--- src/rtl/core/scma_pkg.sv ---
// Shared types, constants and helper functions of the seven-channel moving average.
`timescale 1ns / 1ps

package scma_pkg;

	localparam int WINDOW_MAX  = 64;
	localparam int SAMPLE_BITS = 16;
	localparam int NUM_CH      = 7;

	// Width of the window register is fixed by the register map.
	localparam int WIN_W  = 7;
	localparam int FILL_W = $clog2(WINDOW_MAX + 1);
	localparam int CNT_W  = (FILL_W > WIN_W) ? FILL_W : WIN_W;
	localparam int SLOT_W = $clog2(WINDOW_MAX);
	localparam int CH_W   = $clog2(NUM_CH);
	localparam int SUM_W  = SAMPLE_BITS + $clog2(WINDOW_MAX);
	localparam int ITER_W = $clog2(SUM_W);

	localparam int RAM_DEPTH = NUM_CH * WINDOW_MAX;
	localparam int RAM_AW    = $clog2(RAM_DEPTH);

	localparam logic [WIN_W-1:0] WINDOW_RESET = WIN_W'(8);

	typedef logic signed [SAMPLE_BITS-1:0] sample_t;
	typedef logic signed [SUM_W-1:0] sum_t;
	typedef logic [NUM_CH-1:0][SAMPLE_BITS-1:0] sample_vec_t;

	typedef enum logic {
		FUNC_SAMPLE = 1'b0,
		FUNC_CLEAR  = 1'b1
	} func_t;

	typedef struct packed {
		func_t   func;
		sample_t accel_x;
		sample_t accel_y;
		sample_t accel_z;
		sample_t rate_x;
		sample_t rate_y;
		sample_t rate_z;
		sample_t temp_sample;
	} in_item_t;

	typedef struct packed {
		sample_t mean_accel_x;
		sample_t mean_accel_y;
		sample_t mean_accel_z;
		sample_t mean_rate_x;
		sample_t mean_rate_y;
		sample_t mean_rate_z;
		sample_t mean_temp;
	} out_item_t;

	typedef struct packed {
		logic               start;
		sum_t               dividend;
		logic [CNT_W-1:0]   divisor;
	} div_req_t;

	typedef struct packed {
		logic    done;
		sample_t quotient;
	} div_rsp_t;

	function automatic sample_vec_t to_vec(in_item_t it);
		sample_vec_t v;
		v[0] = it.accel_x;
		v[1] = it.accel_y;
		v[2] = it.accel_z;
		v[3] = it.rate_x;
		v[4] = it.rate_y;
		v[5] = it.rate_z;
		v[6] = it.temp_sample;
		return v;
	endfunction

	function automatic out_item_t to_out(sample_vec_t v);
		out_item_t o;
		o.mean_accel_x = v[0];
		o.mean_accel_y = v[1];
		o.mean_accel_z = v[2];
		o.mean_rate_x  = v[3];
		o.mean_rate_y  = v[4];
		o.mean_rate_z  = v[5];
		o.mean_temp    = v[6];
		return o;
	endfunction

	function automatic sum_t sext(logic [SAMPLE_BITS-1:0] s);
		return {{(SUM_W - SAMPLE_BITS){s[SAMPLE_BITS-1]}}, s};
	endfunction

endpackage

--- src/rtl/core/scma_div.sv ---
// Bit-serial signed divider: sum over fill count, truncated toward zero.
`timescale 1ns / 1ps

module scma_div (
	input  logic               clk,
	input  logic               arst_n,
	input  scma_pkg::div_req_t req,
	output scma_pkg::div_rsp_t rsp
);

	typedef enum logic {
		D_IDLE,
		D_RUN
	} div_state_t;

	div_state_t                       state_q;
	logic [scma_pkg::ITER_W-1:0]      cnt_q;
	logic                             neg_q;
	logic [scma_pkg::SUM_W-1:0]       quo_q;
	logic [scma_pkg::CNT_W-1:0]       rem_q;
	logic [scma_pkg::CNT_W-1:0]       den_q;
	logic                             done_q;
	scma_pkg::sample_t                res_q;

	logic [scma_pkg::CNT_W:0]         trial;
	logic                             ge;
	logic [scma_pkg::CNT_W:0]         diff;
	logic [scma_pkg::CNT_W-1:0]       rem_next;
	logic [scma_pkg::SUM_W-1:0]       quo_next;
	logic [scma_pkg::SUM_W-1:0]       quo_signed;
	logic [scma_pkg::SUM_W-1:0]       mag_in;

	// One quotient bit per cycle, restoring form.
	always_comb begin
		trial      = {rem_q, quo_q[scma_pkg::SUM_W-1]};
		ge         = trial >= {1'b0, den_q};
		diff       = trial - {1'b0, den_q};
		rem_next   = ge ? diff[scma_pkg::CNT_W-1:0] : trial[scma_pkg::CNT_W-1:0];
		quo_next   = {quo_q[scma_pkg::SUM_W-2:0], ge};
		quo_signed = neg_q ? (~quo_next + 1'b1) : quo_next;
		mag_in     = req.dividend[scma_pkg::SUM_W-1] ? (~req.dividend + 1'b1) : req.dividend;
	end

	always_ff @(posedge clk or negedge arst_n) begin
		if (!arst_n) begin
			state_q <= D_IDLE;
			cnt_q   <= '0;
			neg_q   <= 1'b0;
			quo_q   <= '0;
			rem_q   <= '0;
			den_q   <= '0;
			done_q  <= 1'b0;
			res_q   <= '0;
		end else begin
			done_q <= 1'b0;
			unique case (state_q)
				D_IDLE: begin
					if (req.start) begin
						neg_q   <= req.dividend[scma_pkg::SUM_W-1];
						quo_q   <= mag_in;
						rem_q   <= '0;
						den_q   <= req.divisor;
						cnt_q   <= '0;
						state_q <= D_RUN;
					end
				end
				D_RUN: begin
					quo_q <= quo_next;
					rem_q <= rem_next;
					if (cnt_q == scma_pkg::ITER_W'(scma_pkg::SUM_W - 1)) begin
						res_q   <= quo_signed[scma_pkg::SAMPLE_BITS-1:0];
						done_q  <= 1'b1;
						state_q <= D_IDLE;
					end else begin
						cnt_q <= cnt_q + 1'b1;
					end
				end
				default: begin
					state_q <= D_IDLE;
				end
			endcase
		end
	end

	assign rsp.done     = done_q;
	assign rsp.quotient = res_q;

endmodule

--- config.mk ---
export PLATFORM = sky130hd
export DESIGN_NAME = scma_div
export DESIGN_NICKNAME = d
export VERILOG_FILES = /design/src/rtl/core/scma_pkg.sv /design/src/rtl/core/scma_div.sv
export SDC_FILE = /design/constraint.sdc
export NUM_CORES = 1
export LEC_CHECK = 0
export BUFFER_PORTS_ARGS = -buffer_cell sky130_fd_sc_hd__buf_4
export CAP_MARGIN = 10
export CORE_ASPECT_RATIO = 2
export CORE_UTILIZATION = 30
export DETAILED_ROUTE_END_ITERATION = 12
export GPL_TIMING_DRIVEN = 0
export PLACE_DENSITY = 0.58
export SLEW_MARGIN = 25
export SYNTH_ARGS = -nofsm -noshare
export SYNTH_HDL_FRONTEND = slang
export SYNTH_SLANG_ARGS = --single-unit
--- constraint.sdc ---
create_clock -name clk -period 3.8 [get_ports clk]
set_input_delay 0.76 -clock clk [delete_from_list [all_inputs] [get_ports clk]]
set_output_delay 0.76 -clock clk [all_outputs]
set_load 0.05 [all_outputs]
==> impl_metrics.csv, run 1 <==
group,metric,value,unit
yosys,synth_area_leaders,"dfrtp_1 43%, o21ai_0 8.1%, xor2_1 7.6%, nand2_1 6.3%, ha_1 4.0%",
floorplan,core_area,0.0113,mm2
setup_path,rr_endpoint,"res_q[12]$_DFFE_PN0P_",
placed_design,io_buffers,46,
worst_hold_path,min_path_cells,2,
finish,final_common_cell,"dfrtp_1",
finish,final_layout_size_suffix_gt1_frac,0.151,
sta,clock_skew,0.00387,ns
floorplan,start_util,0.307,
global_routing,met3_usage,0.0309,
floorplan,io_pins,49,
setup_path,critical_path.max_fanout,9,
yosys,yosysTopAreaCellShare,0.433,
global_routing,grt_max_degree,61,
finish,final_nets,490,
yosys,ys_types,43,
setup_path,r2r-start,"rem_q[4]$_DFFE_PN0P_",
yosys,synth_edf_count,0,
placed_design,placed_area,0.00399,mm2
global_routing,track_usage,0.158,
power,ir_drop,0.000316,V
finish,synthToLayoutAreaGrowth,23.4,%
finish,final_core_util,0.379,
route,routed_wl,8.82,mm
finish,multiInputGateArea,0.00182,mm2
yosys,yosysWarnings,0,
cts,htree_levels,3,
yosys,avgSynthCellArea,8.92,um2
sta,rsz0062_at_grt,"no",
global_routing,grt_pass1_vias,3080,
yosys,synth_top_family_by_area,"compound AO/OA/AOI/OAI gates",
cts,cts_hold_buffers,0,
setup_path,reg2reg_slack,0.44,ns
yosys,synth_fa_ha_area_frac,0.0454,
worst_hold_path,holdPathEnd,"res_q[14]$_DFFE_PN0P_",
finish,antenna_cells,0,
yosys,seq_area_frac_synth,0.433,
cts,clockRootBuffer,"clkbuf_16",
yosys,synth.cell_area,0.00347,mm2
yosys,syn_nets,433,
route,viasPerCell,5.08,
sta,clock.fmax,0.297,GHz
setup_path,end_kind,"flop",
route,wl_per_cell,14.9,um
power,power,3.86,mW
sta,setup_tns,0,ns
yosys,synthCells,389,
finish,postLayoutCellArea,0.00428,mm2
worst_hold_path,min_from,"res_q[14]$_DFFE_PN0P_",
global_routing,use_met1,0.156,
cts,clock-sinks,60,
yosys,synth_xor_area_frac,0.0959,
cts,cts_setup_buffers,0,
power,power.leakage,1.93,nW
placed_design,dpl.hpwl,6.90,mm
yosys,yosys_register_bits,60,
yosys,synth-compound-area-share,0.201,
yosys,async_reset_ff_frac,1.00,
power,p_per_area,902,mW/mm2
sta,finalSetupViolations,0,
flow_run,maxCapViolations,0,
route,drt-initial-drc-count,127,
setup_path,crit_required,3.99,ns
setup_path,cp-start-kind,"flop",
placed_design,globalplace.congestion,0.817,
cts,path_clk_slew,0.05,ns
global_routing,grt_pass1_wl,14.7,mm
yosys,synth_mux_area_frac,0.0144,
floorplan,fp.dieArea,0.0120,mm2
global_routing,grt_busiest_layer,"met2",
yosys,synthSimpleGateAreaFrac,0.168,
cts,cts_resized,0,
global_routing,use_met2,0.295,
cts,clk_latency,0.33,ns
floorplan,die_y,154,um
status,status,"complete, no violations",
cts,numCtsBuffers,9,
sta,maxSlewViolCount,0,
route,first_pass_iters,4,
yosys,synth_ff_type,"dfrtp_1",
finish,final_cell_mix,"60 x dfrtp_1, 58 x nand2_1, 56 x o21ai_0",
route,vias,3009,
cts,cts_tree,"done",
setup_path,cp.arrival,3.55,ns
floorplan,rows,55,
setup_path,crit_type,"reg2reg",
worst_hold_path,hold_path_class,"reg2reg",
sta,worst_pin_slew,0.761,ns
setup_path,r2r.worst_path.cells,11,
global_routing,grt_antenna_before_repair,0,
sta,max_slew_margin,0.492,
floorplan,die_w,78.0,um
finish,seq_area,0.00150,mm2
sta,min_period,3.36,ns
sta,post-route-period-util,0.885,
route,route.detailed.drc,0,
global_routing,grt_overflow,0,
route,antenna_left,0,
yosys,synth_top_area_cell,"dfrtp_1",
sta,hold_violations,0,
cts,max-clock-path-buffers,2,
finish,n_fill_cell,1213,
[Yosys cell counts (all sizes together) (3+ instances only)]
cell type and count:
o41ai 5, o211ai 4, o21ai 62, ha 11, clkbuf 18, xnor2 8, or3 6, mux2i 5
xor2 30, a21oi 21, nand2b 3, o31ai 10, or4 9, nand4 3, and3 10, inv 18
nand3 3, a21o 3, nand2 58, dfrtp 60, nor3 3, nor2 15
[cell type report]
cell class | count | share of cell area
Buffer | 20 | 0.0184
Sequential cell | 60 | 0.351
Timing Repair Buffer | 46 | 0.0807
Tap cell | 142 | 0.0415
Clock buffer | 14 | 0.0663
Clock inverter | 1 | 0.00117
Multi-Input combinational cell | 291 | 0.425
Inverter | 18 | 0.0158
[critical path, cell delays in order, from the launching register on]
cell	delay [ns]
dfrtp_1	0.40
ha_1	0.36
a21o_1	0.18
a211oi_1	0.24
nand3_1	0.35
inv_1	0.35
ha_1	0.25
nand3b_1	0.14
or3_1	0.42
o31ai_1	0.27
xor2_1	0.17
o21ai_0	0.09
[metal layers]
| metal | share of wire | vias up | routed length [um] |
|---|---|---|---|
| li1 | - | 1491 | - |
| met1 | 0.37 | 1425 | 3260 |
| met2 | 0.56 | 68 | 4970 |
| met3 | 0.032 | 25 | 284 |
| met4 | 0.034 | 0 | 301 |
| met5 | 0 | - | 0 |
[how the worst max path moves through the flow]
stage / end / slack, ns / from
finish: res_q[12]$_DFFE_PN0P_ / 0.44 / rem_q[4]$_DFFE_PN0P_
floorplan: quo_q[19]$_DFFE_PN0P_ / 0.97 / req[15]
global placement: res_q[12]$_DFFE_PN0P_ / 0.49 / rem_q[4]$_DFFE_PN0P_
detailed placement: res_q[12]$_DFFE_PN0P_ / 0.40 / rem_q[4]$_DFFE_PN0P_
global route: res_q[12]$_DFFE_PN0P_ / 0.06 / rem_q[4]$_DFFE_PN0P_
CTS: res_q[12]$_DFFE_PN0P_ / 0.39 / rem_q[4]$_DFFE_PN0P_
[kinds of logic (layout without fill, tap and decap cells)]
| family | Yosys count | after routing |
|---|---|---|
| buffers and inverters | 38 | 99 |
| flip-flops | 60 | 60 |
| AO/OA/AOI/OAI | 117 | 117 |
| multiplexers | 5 | 5 |
| XOR/XNOR | 38 | 38 |
| adder cells (fa/ha/maj) | 12 | 12 |
| AND/OR/NAND/NOR | 119 | 119 |
[sequential cells by signal, summed over array words and instances (netlist names)]
signal   count
quo_q       22
res_q       16
den_q        7
rem_q        7
cnt_q        5
done_q       1
neg_q        1
state_q      1
[per-stage QoR]
step,setup WS (ns),cells,hold slack [ns]
6_report,0.438,592,0.476
5_1_grt,0.0646,592,0.503
2_1_floorplan,0.971,389,0.450
3_3_place_gp,0.490,577,0.470
4_1_cts,0.388,592,0.484
3_5_place_dp,0.404,577,0.471
[power breakdown]
part / internal (mW) / leakage (nW) / switching [mW] / total (mW)
Sequential: 0.965 / 0.715 / 0.271 / 1.24
Clock: 0.507 / 0.145 / 0.265 / 0.772
Combinational: 0.718 / 1.07 / 1.14 / 1.86
Total: 2.19 / 1.93 / 1.67 / 3.86
Note: power is estimated with default switching activity, not from simulation.
==> inputs of run 2 (changes only) <==
==> constraint.sdc (replaced) <==
create_clock -name clk -period 3.8 [get_ports clk]
set_input_delay 0.19 -clock clk [delete_from_list [all_inputs] [get_ports clk]]
set_output_delay 0.19 -clock clk [all_outputs]
set_load 0.05 [all_outputs]
==> impl_metrics.csv, run 2 (synthesis results as in run 1) <==
group,metric,value,unit
power,combPwrFrac,0.480,
sta,rsz0062_at_grt,"no",
route,dr_wl_met3,284,um
setup_path,path_delay_family,"simple AND/OR/NAND/NOR gates",
setup_path,cp_slowest_cell,"or3_1",
finish,synthToLayoutAreaGrowth,23.7,%
sta,finalSetupViolations,0,
setup_path,crit_type,"reg2reg",
floorplan,rows,55,
route,routed_wl,8.81,mm
global_routing,grt_pass1_vias,3086,
finish,final_layout_size_suffix_gt1_frac,0.151,
global_routing,track_usage,0.158,
route,drt-met1-wl,3.26,mm
sta,post-route-period-util,0.885,
finish,antenna_cells,0,
power,power.leakage,1.93,nW
route,wl_per_cell,14.9,um
route,vias,3013,
sta,setup_ws,0.439,ns
power,p_int,2.19,mW
setup_path,cp.arrival,3.55,ns
status,status,"complete, no violations",
cts,htree_levels,3,
sta,clock.fmax,0.297,GHz
route,highest_layer,"met4",
placed_design,pre_cts_ws,0.404,ns
cts,max-clock-path-buffers,2,
cts,clk_latency,0.33,ns
cts,clockRootBuffer,"clkbuf_16",
route,antenna_left,0,
setup_path,crit_chain,"ha_1 -> a21o_1 -> a211oi_1 -> nand3_1 -> inv_1 -> ha_1 -> nand3b_1 -> or3_1 -> o31ai_1 -> xor2_1 -> o21ai_0",
route,route.detailed.drc,0,
sta,min_period,3.36,ns
cts,numCtsBuffers,9,
cts,cts_resized,0,
global_routing,grt_overflow,0,
floorplan,io_pins,49,
flow_run,maxCapViolations,0,
setup_path,crit_required,3.99,ns
sta,worst_pin_slew,0.763,ns
route,first_pass_iters,4,
setup_path,critPathBufInv,1,
finish,top_regs,"quo_q: 22 flops, res_q: 16 flops",
finish,final_common_cell,"dfrtp_1",
setup_path,end_kind,"flop",
power,switchingPower,1.67,mW
floorplan,start_util,0.307,
route,wl_met2,4.97,mm
power,p_per_area,900,mW/mm2
power,p_sw_frac,0.433,
finish,regMostFlops,"quo_q",
cts,cts_tree,"done",
sta,maxSlewViolCount,0,
placed_design,io_buffers,46,
floorplan,die_y,154,um
finish,largest_register_ffs,22,
power,pwr-share-clk,0.200,
setup_path,cp-start-kind,"flop",
placed_design,globalplace.congestion,0.817,
power,ir_drop,0.000316,V
route,viasPerCell,5.08,
setup_path,critPathMostFrequentCell,"ha_1",
placed_design,dpl.hpwl,6.90,mm
cts,path_clk_slew,0.05,ns
route,drt-initial-drc-count,127,
finish,final_cell_mix,"60 x dfrtp_1, 58 x nand2_1, 56 x o21ai_0",
floorplan,fp.dieArea,0.0120,mm2
cts,cts_setup_buffers,0,
setup_path,crit_path_max_incr_delay,0.42,ns
cts,cts_hold_buffers,1,
power,seqPwrFrac,0.320,
floorplan,die_w,78.0,um
finish,n_fill_cell,1212,
cts,clock-sinks,60,
worst_hold_path,hold_path_class,"in2reg",
finish,final_nets,491,
sta,hold_violations,0,
global_routing,grt_max_degree,61,
global_routing,grt_antenna_before_repair,0,
sta,clock_skew,0.00387,ns
setup_path,critical_path.max_fanout,9,
sta,setup_tns,0,ns
sta,max_slew_margin,0.491,
floorplan,core_area,0.0113,mm2
global_routing,grt_pass1_wl,14.7,mm
run 2: cell types whose count changed in the layout (fill, tap and decap cells not counted), sizes merged:
cell         previous run  this run
dlygate4sd3             0         1
run 2: power groups by stage:
stage	registers (mW)	logic, mW	clock network [mW]
after CTS	1.23	1.87	0.790
after floorplan	1.43	1.12	0
after global placement	1.23	1.82	0
after global routing	1.28	2.07	0.819
after detailed placement	1.24	1.86	0
final	1.24	1.86	0.772
run 2: final cells by class:
type                            instances  area (um2)  share of cell area
Sequential cell                        60        1500               0.350
Clock buffer                           14         284              0.0662
Inverter                               18        67.6              0.0157
Clock inverter                          1        5.00             0.00117
Timing Repair Buffer                   47         355              0.0828
Multi-Input combinational cell        291        1820               0.424
Tap cell                              142         178              0.0414
Buffer                                 20        78.8              0.0184
run 2: final timing paths:
path,start,to,slack [ns],cells after the start
setup / recovery,rem_q[4]$_DFFE_PN0P_,res_q[12]$_DFFE_PN0P_,0.44,11
hold / removal,req[6],den_q[6]$_DFFE_PN0P_,0.06,3
setup reg to reg,rem_q[4]$_DFFE_PN0P_,res_q[12]$_DFFE_PN0P_,0.44,11
hold reg to reg,res_q[14]$_DFFE_PN0P_,res_q[14]$_DFFE_PN0P_,0.48,2
max in group asynchronous,arst_n,quo_q[2]$_DFFE_PN0P_,2.81,2
min in group asynchronous,arst_n,den_q[6]$_DFFE_PN0P_,0.48,2
run 2: per-stage QoR:
stage / hold slack (ns) / util / instance area [um2] / total power [mW] / cells
2_1_floorplan: -0.106 / - / 3470 / 2.55 / 389
3_3_place_gp: 0.307 / 0.354 / 3990 / 3.05 / 577
3_5_place_dp: 0.317 / 0.354 / 3990 / 3.10 / 577
4_1_cts: 0.0586 / 0.380 / 4290 / 3.90 / 593
5_1_grt: 0.0962 / 0.380 / 4290 / 4.17 / 593
6_report: 0.0635 / 0.380 / 4290 / 3.86 / 593
run 2: routing by layer:
layer	track usage	vias to the layer above
met3	0.0309	25
li1	-	1493
met5	0	-
met2	0.295	68
met4	0.0944	0
met1	0.156	1427
run 2: tightest hold or removal path: stages:
cell	delay, ns
buf_4	0.08
nand2_1	0.03
o21ai_0	0.05
